### config.mk
export PLATFORM = sky130hd
export DESIGN_NAME = sorted_priority_queue_unit_flat
export DESIGN_NICKNAME = d
export VERILOG_FILES = /design/src/sv/spq_pkg.sv /design/src/sv/spq_in_if.sv /design/src/sv/spq_out_if.sv /design/src/sv/spq_cell.sv /design/src/sv/sorted_priority_queue_unit.sv /design/src/flat_wrapper.sv
export SDC_FILE = /design/constraint.sdc
export NUM_CORES = 2
export LEC_CHECK = 0
export BUFFER_PORTS_ARGS = -buffer_cell sky130_fd_sc_hd__buf_2
export CORE_MARGIN = 4
export CORE_UTILIZATION = 30
export DETAILED_ROUTE_END_ITERATION = 10
export GPL_TIMING_DRIVEN = 0
export PLACE_DENSITY_LB_ADDON = 0.12
export SKIP_CTS_REPAIR_TIMING = 1
export SKIP_LAST_GASP = 1
export SLEW_MARGIN = 20
export SYNTH_ARGS = -nofsm -noshare
export SYNTH_HDL_FRONTEND = slang
export SYNTH_HIERARCHICAL = 1
export SYNTH_SLANG_ARGS = --single-unit
### constraint.sdc
create_clock -name i_clk -period 16.3 [get_ports i_clk]
set_input_delay 3.26 -clock i_clk [delete_from_list [all_inputs] [get_ports i_clk]]
set_output_delay 3.26 -clock i_clk [all_outputs]
set_load 0.05 [all_outputs]
### src/sv/spq_pkg.sv
`default_nettype none

package spq_pkg;

    // Default sizes of the queue.
    localparam int DEFAULT_CAPACITY    = 16;
    localparam int DEFAULT_VALUE_WIDTH = 32;

    // Fixed widths of the channel fields.
    localparam int CMD_W     = 2;
    localparam int DATA_W    = 32;
    localparam int STATUS_W  = 2;
    localparam int ENTRIES_W = 5;

    // Command codes carried by an input item.
    typedef enum logic [CMD_W-1:0] {
        CMD_ENQUEUE = 2'd0,
        CMD_DEQUEUE = 2'd1,
        CMD_CLEAR   = 2'd2
    } t_cmd;

    // Status codes carried by a result item.
    typedef enum logic [STATUS_W-1:0] {
        ST_OK    = 2'd0,
        ST_EMPTY = 2'd1,
        ST_FULL  = 2'd2
    } t_status;

    // Control broadcast from the top level to every cell.
    typedef struct packed {
        logic enq;
        logic deq;
    } t_cell_ctrl;

endpackage

`default_nettype wire

### src/sv/spq_in_if.sv
`default_nettype none

interface spq_in_if import spq_pkg::*; ();

    logic                     valid;
    logic                     ready;
    logic [CMD_W-1:0]         cmd;
    logic [DATA_W-1:0]        item_value;
    logic signed [DATA_W-1:0] item_priority;

    modport source (
        output valid, cmd, item_value, item_priority,
        input  ready
    );

    modport sink (
        input  valid, cmd, item_value, item_priority,
        output ready
    );

endinterface

`default_nettype wire

### src/sv/spq_out_if.sv
`default_nettype none

interface spq_out_if import spq_pkg::*; ();

    logic                     valid;
    logic                     ready;
    logic [DATA_W-1:0]        taken_value;
    logic signed [DATA_W-1:0] taken_priority;
    logic [STATUS_W-1:0]      status;
    logic [DATA_W-1:0]        front_value;
    logic signed [DATA_W-1:0] front_priority;
    logic [ENTRIES_W-1:0]     entries_held;
    logic                     is_empty;

    modport source (
        output valid, taken_value, taken_priority, status,
               front_value, front_priority, entries_held, is_empty,
        input  ready
    );

    modport sink (
        input  valid, taken_value, taken_priority, status,
               front_value, front_priority, entries_held, is_empty,
        output ready
    );

endinterface

`default_nettype wire

### src/sv/spq_cell.sv
`default_nettype none

module spq_cell import spq_pkg::*; #(
    parameter int VALUE_WIDTH = DEFAULT_VALUE_WIDTH
) (
    input  wire logic                     i_clk,
    input  wire t_cell_ctrl               i_ctrl,
    input  wire logic                     i_valid,
    input  wire logic                     i_is_tail,
    input  wire logic                     i_left_gt,
    input  wire logic [VALUE_WIDTH-1:0]   i_new_value,
    input  wire logic signed [DATA_W-1:0] i_new_priority,
    input  wire logic [VALUE_WIDTH-1:0]   i_left_value,
    input  wire logic signed [DATA_W-1:0] i_left_priority,
    input  wire logic [VALUE_WIDTH-1:0]   i_right_value,
    input  wire logic signed [DATA_W-1:0] i_right_priority,
    output logic                          o_gt,
    output logic [VALUE_WIDTH-1:0]        o_value,
    output logic signed [DATA_W-1:0]      o_priority
);

    logic [VALUE_WIDTH-1:0]   r_value;
    logic signed [DATA_W-1:0] r_priority;

    // A held entry with a greater priority than the new item must move one place back.
    assign o_gt       = i_valid && (r_priority > i_new_priority);
    assign o_value    = r_value;
    assign o_priority = r_priority;

    // Dequeue shifts toward the head; enqueue shifts toward the tail and
    // drops the new item into the first cell whose entry moves back, or else the tail cell.
    always_ff @(posedge i_clk) begin
        if (i_ctrl.deq) begin
            r_value    <= i_right_value;
            r_priority <= i_right_priority;
        end else if (i_ctrl.enq) begin
            if (i_left_gt) begin
                r_value    <= i_left_value;
                r_priority <= i_left_priority;
            end else if (o_gt || i_is_tail) begin
                r_value    <= i_new_value;
                r_priority <= i_new_priority;
            end
        end
    end

endmodule

`default_nettype wire

### src/sv/sorted_priority_queue_unit.sv
`default_nettype none

// Sorted priority queue of CAPACITY entries built as a row of cells, one
// entry per cell, kept in ascending priority order with the head in cell 0.
// Each input item carries a command: enqueue inserts behind every entry of
// lower or equal priority (equal priorities leave in arrival order), dequeue
// removes the head, clear empties the queue. Every item gives exactly one
// result item with the removed entry, a status code and the head, count and
// empty flag after the command. An item is accepted in every cycle in which
// the result register is free or being emptied, and its result appears in
// the cycle after acceptance: one item per cycle, set by the cell row, which
// compares and shifts every slot in the same cycle. Slots need no clearing
// after reset; only the entry count and the result valid flag are reset.
module sorted_priority_queue_unit import spq_pkg::*; #(
    parameter int CAPACITY    = DEFAULT_CAPACITY,
    parameter int VALUE_WIDTH = DEFAULT_VALUE_WIDTH
) (
    input  wire logic  i_clk,
    input  wire logic  i_rst_n,
    spq_in_if.sink     i_in,
    spq_out_if.source  o_out
);

    localparam int CNT_W = $clog2(CAPACITY + 1);

    logic [CNT_W-1:0]         r_count;
    logic [CNT_W-1:0]         n_count;
    logic                     r_out_valid;
    logic                     n_out_valid;
    logic [DATA_W-1:0]        r_taken_value;
    logic signed [DATA_W-1:0] r_taken_priority;
    t_status                  r_status;
    logic [DATA_W-1:0]        r_front_value;
    logic signed [DATA_W-1:0] r_front_priority;
    logic [ENTRIES_W-1:0]     r_entries;
    logic                     r_empty;

    logic                     w_accept;
    logic                     w_full;
    logic                     w_enq_ok;
    logic                     w_deq_ok;
    t_status                  w_status;
    t_cell_ctrl               w_ctrl;
    logic [VALUE_WIDTH-1:0]   w_new_value;
    logic [VALUE_WIDTH-1:0]   w_head_value;
    logic signed [DATA_W-1:0] w_head_priority;

    logic [VALUE_WIDTH-1:0]   w_value    [CAPACITY];
    logic signed [DATA_W-1:0] w_priority [CAPACITY];
    logic                     w_gt       [CAPACITY];

    // Handshake: the result register parts the two sides.
    assign i_in.ready  = !r_out_valid || o_out.ready;
    assign w_accept    = i_in.valid && i_in.ready;
    assign n_out_valid = w_accept || (r_out_valid && !o_out.ready);

    assign w_full      = (r_count == CNT_W'(CAPACITY));
    assign w_new_value = VALUE_WIDTH'(i_in.item_value);

    // Command decode.
    always_comb begin
        w_enq_ok = 1'b0;
        w_deq_ok = 1'b0;
        w_status = ST_OK;
        n_count  = r_count;
        unique case (t_cmd'(i_in.cmd))
            CMD_ENQUEUE: begin
                if (w_full) begin
                    w_status = ST_FULL;
                end else begin
                    w_enq_ok = 1'b1;
                    n_count  = r_count + 1'b1;
                end
            end
            CMD_DEQUEUE: begin
                if (r_count == '0) begin
                    w_status = ST_EMPTY;
                end else begin
                    w_deq_ok = 1'b1;
                    n_count  = r_count - 1'b1;
                end
            end
            CMD_CLEAR: begin
                n_count = '0;
            end
            default: begin
            end
        endcase
    end

    assign w_ctrl.enq = w_accept && w_enq_ok;
    assign w_ctrl.deq = w_accept && w_deq_ok;

    // Row of cells, each linked to its neighbors; cell 0 takes the new item on its left.
    for (genvar g = 0; g < CAPACITY; g++) begin : g_cell
        logic [VALUE_WIDTH-1:0]   w_left_value;
        logic signed [DATA_W-1:0] w_left_priority;
        logic                     w_left_gt;
        logic [VALUE_WIDTH-1:0]   w_right_value;
        logic signed [DATA_W-1:0] w_right_priority;

        if (g == 0) begin : g_first
            assign w_left_value    = w_new_value;
            assign w_left_priority = i_in.item_priority;
            assign w_left_gt       = 1'b0;
        end else begin : g_inner
            assign w_left_value    = w_value[g-1];
            assign w_left_priority = w_priority[g-1];
            assign w_left_gt       = w_gt[g-1];
        end

        if (g == CAPACITY - 1) begin : g_last
            assign w_right_value    = w_value[g];
            assign w_right_priority = w_priority[g];
        end else begin : g_mid
            assign w_right_value    = w_value[g+1];
            assign w_right_priority = w_priority[g+1];
        end

        spq_cell #(
            .VALUE_WIDTH (VALUE_WIDTH)
        ) u_cell (
            .i_clk            (i_clk),
            .i_ctrl           (w_ctrl),
            .i_valid          (CNT_W'(g) < r_count),
            .i_is_tail        (CNT_W'(g) == r_count),
            .i_left_gt        (w_left_gt),
            .i_new_value      (w_new_value),
            .i_new_priority   (i_in.item_priority),
            .i_left_value     (w_left_value),
            .i_left_priority  (w_left_priority),
            .i_right_value    (w_right_value),
            .i_right_priority (w_right_priority),
            .o_gt             (w_gt[g]),
            .o_value          (w_value[g]),
            .o_priority       (w_priority[g])
        );
    end

    // Head after the command, read from the same inputs that cell 0 uses.
    always_comb begin
        if (w_deq_ok) begin
            w_head_value    = w_value[1];
            w_head_priority = w_priority[1];
        end else if (w_enq_ok && (w_gt[0] || (r_count == '0))) begin
            w_head_value    = w_new_value;
            w_head_priority = i_in.item_priority;
        end else begin
            w_head_value    = w_value[0];
            w_head_priority = w_priority[0];
        end
    end

    // Control registers.
    always_ff @(posedge i_clk) begin
        if (!i_rst_n) begin
            r_count     <= '0;
            r_out_valid <= 1'b0;
        end else begin
            if (w_accept) begin
                r_count <= n_count;
            end
            r_out_valid <= n_out_valid;
        end
    end

    // Result register.
    always_ff @(posedge i_clk) begin
        if (w_accept) begin
            r_taken_value    <= w_deq_ok ? DATA_W'(w_value[0]) : '0;
            r_taken_priority <= w_deq_ok ? w_priority[0] : '0;
            r_status         <= w_status;
            r_front_value    <= (n_count != '0) ? DATA_W'(w_head_value) : '0;
            r_front_priority <= (n_count != '0) ? w_head_priority : '0;
            r_entries        <= ENTRIES_W'(n_count);
            r_empty          <= (n_count == '0);
        end
    end

    assign o_out.valid          = r_out_valid;
    assign o_out.taken_value    = r_taken_value;
    assign o_out.taken_priority = r_taken_priority;
    assign o_out.status         = r_status;
    assign o_out.front_value    = r_front_value;
    assign o_out.front_priority = r_front_priority;
    assign o_out.entries_held   = r_entries;
    assign o_out.is_empty       = r_empty;

    // The count never passes the number of cells.
    a_count_bound: assert property (@(posedge i_clk) disable iff (!i_rst_n)
        r_count <= CNT_W'(CAPACITY))
        else $error("entry count exceeds capacity");

    // A dequeue removes exactly one entry.
    a_deq_count: assert property (@(posedge i_clk) disable iff (!i_rst_n)
        w_ctrl.deq |=> (r_count == $past(r_count) - 1'b1))
        else $error("dequeue did not remove one entry");

    // The two front cells stay in priority order.
    a_head_order: assert property (@(posedge i_clk) disable iff (!i_rst_n)
        (r_count >= CNT_W'(2)) |-> (w_priority[0] <= w_priority[1]))
        else $error("front cells out of priority order");

endmodule

`default_nettype wire
### src/flat_wrapper.sv
// flat-port wrapper written by rule: the top's interface ports become plain ports
module sorted_priority_queue_unit_flat import spq_pkg::*;
#(
    parameter int CAPACITY    = DEFAULT_CAPACITY,
    parameter int VALUE_WIDTH = DEFAULT_VALUE_WIDTH
)
  (i_clk, i_rst_n, i_in_valid, i_in_cmd, i_in_item_value, i_in_item_priority, i_in_ready, o_out_valid, o_out_taken_value, o_out_taken_priority, o_out_status, o_out_front_value, o_out_front_priority, o_out_entries_held, o_out_is_empty, o_out_ready);
  spq_in_if i_in_i ();
  spq_out_if o_out_i ();
  input  wire logic i_clk;
  input  wire logic i_rst_n;
  input wire logic [$bits(i_in_i.valid)-1:0] i_in_valid;
  input wire logic [$bits(i_in_i.cmd)-1:0] i_in_cmd;
  input wire logic [$bits(i_in_i.item_value)-1:0] i_in_item_value;
  input wire logic [$bits(i_in_i.item_priority)-1:0] i_in_item_priority;
  output wire logic [$bits(i_in_i.ready)-1:0] i_in_ready;
  output wire logic [$bits(o_out_i.valid)-1:0] o_out_valid;
  output wire logic [$bits(o_out_i.taken_value)-1:0] o_out_taken_value;
  output wire logic [$bits(o_out_i.taken_priority)-1:0] o_out_taken_priority;
  output wire logic [$bits(o_out_i.status)-1:0] o_out_status;
  output wire logic [$bits(o_out_i.front_value)-1:0] o_out_front_value;
  output wire logic [$bits(o_out_i.front_priority)-1:0] o_out_front_priority;
  output wire logic [$bits(o_out_i.entries_held)-1:0] o_out_entries_held;
  output wire logic [$bits(o_out_i.is_empty)-1:0] o_out_is_empty;
  input wire logic [$bits(o_out_i.ready)-1:0] o_out_ready;
  assign i_in_i.valid = i_in_valid;
  assign i_in_i.cmd = i_in_cmd;
  assign i_in_i.item_value = i_in_item_value;
  assign i_in_i.item_priority = i_in_item_priority;
  assign i_in_ready = i_in_i.ready;
  assign o_out_valid = o_out_i.valid;
  assign o_out_taken_value = o_out_i.taken_value;
  assign o_out_taken_priority = o_out_i.taken_priority;
  assign o_out_status = o_out_i.status;
  assign o_out_front_value = o_out_i.front_value;
  assign o_out_front_priority = o_out_i.front_priority;
  assign o_out_entries_held = o_out_i.entries_held;
  assign o_out_is_empty = o_out_i.is_empty;
  assign o_out_i.ready = o_out_ready;
  sorted_priority_queue_unit #(.CAPACITY(CAPACITY), .VALUE_WIDTH(VALUE_WIDTH)) u_core (.i_clk(i_clk), .i_rst_n(i_rst_n), .i_in(i_in_i), .o_out(o_out_i));
endmodule
==> out/summary.txt <==
==================================================================================================
DIE AREA                                                                               251000 um^2
Maximum root-to-sink buffer count                                                                3
Fraction of the cycle the final worst path needs                                             45.8%
Least-Margin Pin Slew                                                                      1.11 ns
Placed instance count                                                                        10390
Slowest-stage cell, CP                                                                       buf_2
I/O pin count                                                                                  208
Leakage power summed over all cells                                                        29.9 nW
Result of the run                                                                     complete, no violations
Worst min-delay path class                                                            flip-flop to flip-flop
Min-Delay Startpoint                                                                  u_core/o_out.valid
Number of nets in the final layout                                                            7941
Total clock buffers created by CTS                                                             146
Initial antenna violation count                                                                 25
Crit path from                                                                        i_in_item_priority[31]
Maximum cell stage delay along the critical path                                           0.76 ns
Cell area after synthesis                                                               72900 um^2
Layout-stage area growth over the synthesis result                                           14.3%
Area of the core                                                                       241000 um^2
Clock insertion delay at the later pin of the skew report                                  0.80 ns
Largest net degree at the start of global routing                                              105
Vias in the first global route                                                               53553
Arrival time worst endpoint                                                                8.01 ns
Cells after Synth                                                                             6970
Quantity of I/O buffers inserted on ports                                                      205
Clock skew                                                                               0.0229 ns
Normalized max-slew margin                                                                   25.8%
Reg-to-Reg Start                                                                      u_core/r_count[1]
Vias per inst                                                                                 4.96
DPL Wire Length                                                                          183000 um
All-Layer GR Usage                                                                           17.4%
Hold Vio Cnt, Final                                                                              0
Category of the worst setup path launch point                                            input pin
Worst endpoint required time                                                              16.85 ns
Cell repeated most along the worst path                                                      buf_6
CP Capture Type                                                                          flip-flop
Wire length per cell                                                                       21.2 um
Root buffer cell                                                                         clkbuf_16
Number of clock sinks seen by CTS                                                             1166
Routability congestion estimate from global placement                                        0.906
Sequence of cells on the critical path                                                buf_2 -> inv_1 -> ha_1 -> a21oi_1 -> o21ai_1 -> a211o_1 -> o32ai_2 -> mux2i_1 -> nor2_1 -> buf_2 -> buf_6 -> o21ai_0 -> o311ai_4 -> buf_6 -> buf_6 -> buf_6
Maximum clock frequency                                                                    134 MHz
Fin util                                                                                     34.5%
Max-cap check violation count                                                                    0
# H-tree levels                                                                                  4
Maximum ir drop on the vdd rail                                                            83.6 uV
Remaining DRCs                                                                                   0
Routed WL                                                                                225000 um
Peak fanout along the critical path                                                             34
Iteration-0 DRC count of the detailed router                                                  3791
Worst slack on hold paths                                                                 0.542 ns
CTS tree                                                                                       yes
Number of warning messages in the yosys log                                                      6
Final antenna-violating net count                                                                0
Clock transition time at the flip-flop clock pins of the worst setup and hold paths        0.05 ns
Fraction of final layout cells with drive strength greater than 1                            9.10%
Setup TNS                                                                                     0 ns
Initial core utilization                                                                     30.2%
Number of standard-cell rows in the floorplan                                                  180
Final min period                                                                           7.46 ns
Number of endpoints failing setup at the final stage                                             0
Post-Synthesis Mean Instance Area                                                        10.5 um^2
Max-slew violations                                                                              0
Number of standard cells in the final layout excluding fillers                               10660
Total congestion overflow after global routing                                                   0
Vert. Die Dim                                                                               501 um
Kind of critical path                                                                 input pin to flip-flop
First-pass iteration count of the detailed router                                                8
Floorplan die width                                                                         501 um
Unrepaired setup endpoints after global routing                                              false
Wire length of the first global-routing pass                                             338000 um
Cell area power density                                                                102 nW/um^2
Total via count in the routed design                                                         52874
==================================================================================================
[registers in the layout, summed over array words and instances (netlist names), 2 cells and up]
| signal | count |
|---|---|
| u_core/o_out.taken_priority | 32 |
| u_core/o_out.front_value | 32 |
| u_core/o_out.entries_held | 5 |
| u_core/o_out.taken_value | 32 |
| u_core/o_out.status | 2 |
| u_core/g_cell.u_cell/o_value | 512 |
| u_core/g_cell.u_cell/o_priority | 512 |
| u_core/r_count | 5 |
| u_core/o_out.front_priority | 32 |
[layout by cell type (no fill, tap or decap), types with 12 or more instances in the layout]
master / n
a221oi_1: 27
mux2_1: 50
or4_1: 13
mux2i_1: 1091
a21oi_1: 268
a21boi_2: 15
nand3b_1: 14
o21ai_0: 1111
and3_4: 13
nand3_1: 37
nand4_2: 16
nand2_1: 1170
diode_2: 12
clkinv_1: 31
edfxtp_1: 1160
nor2_1: 61
a211oi_2: 13
buf_16: 16
buf_2: 298
o211ai_1: 31
nor3_1: 18
clkbuf_16: 152
clkinv_2: 23
nand4_1: 111
or4_4: 13
and3_1: 65
ha_1: 517
a2bb2oi_1: 13
buf_6: 23
nor2b_1: 20
clkbuf_1: 306
o21a_1: 26
a31oi_1: 16
or3_2: 12
inv_1: 524
nand2_4: 13
nand2b_1: 20
a211oi_1: 17
a2111o_1: 13
[path summary, 6_finish.rpt]
check	to	slack (ns)	cells past startpoint
setup / recovery	u_core/g_cell[9].u_cell/o_value[17]	8.84	16
hold / removal	u_core/o_out.valid	0.54	2
setup reg to reg	u_core/g_cell[15].u_cell/o_value[17]	10.79	14
hold reg to reg	u_core/o_out.valid	0.54	2
[power breakdown]
part | internal (mW) | switching [mW]
clock network | 1.88 | 1.32
registers | 3.60 | 0.144
logic | 0.538 | 1.00
total | 6.01 | 2.46
[layer usage]
layer / GRT usage [%] / up-vias / part of all wire (%)
met2: 27.4 / 1255 / 44
met1: 24.7 / 25051 / 48
li1: - / 26228 / -
met5: 0 / - / 0.056
met3: 2.34 / 316 / 4.5
met4: 5.54 / 24 / 3.0
[per-stage QoR]
step           setup slack [ns]  power [mW]  instance area [um^2]
5_1_grt                    8.54        8.89                 83300
2_1_floorplan              7.42        4.81                 72900
3_5_place_dp               7.89        5.35                 78600
4_1_cts                    8.78        8.60                 83200
6_report                   8.84        8.48                 83300
3_3_place_gp               4.43        5.31                 77900
[worst max-delay path, delay by kind of cell]
kind,cells,cell delay (ns)
compound gates,6,1.74
mux,1,0.47
fa+ha+maj,1,0.44
simple gates,1,0.10
buf+inv,7,1.93
[final cells by class]
cell class	instances	area (um^2)
antenna	12	30.0
buffer	390	1700
fill	24376	158000
multi-input combinational	4889	34400
inverter	526	1980
tap	3185	3990
clock inverter	74	699
clock buffer	183	3930
timing repair buffer	235	1640
sequential	1166	35000
(Power assumes the default switching activity.)
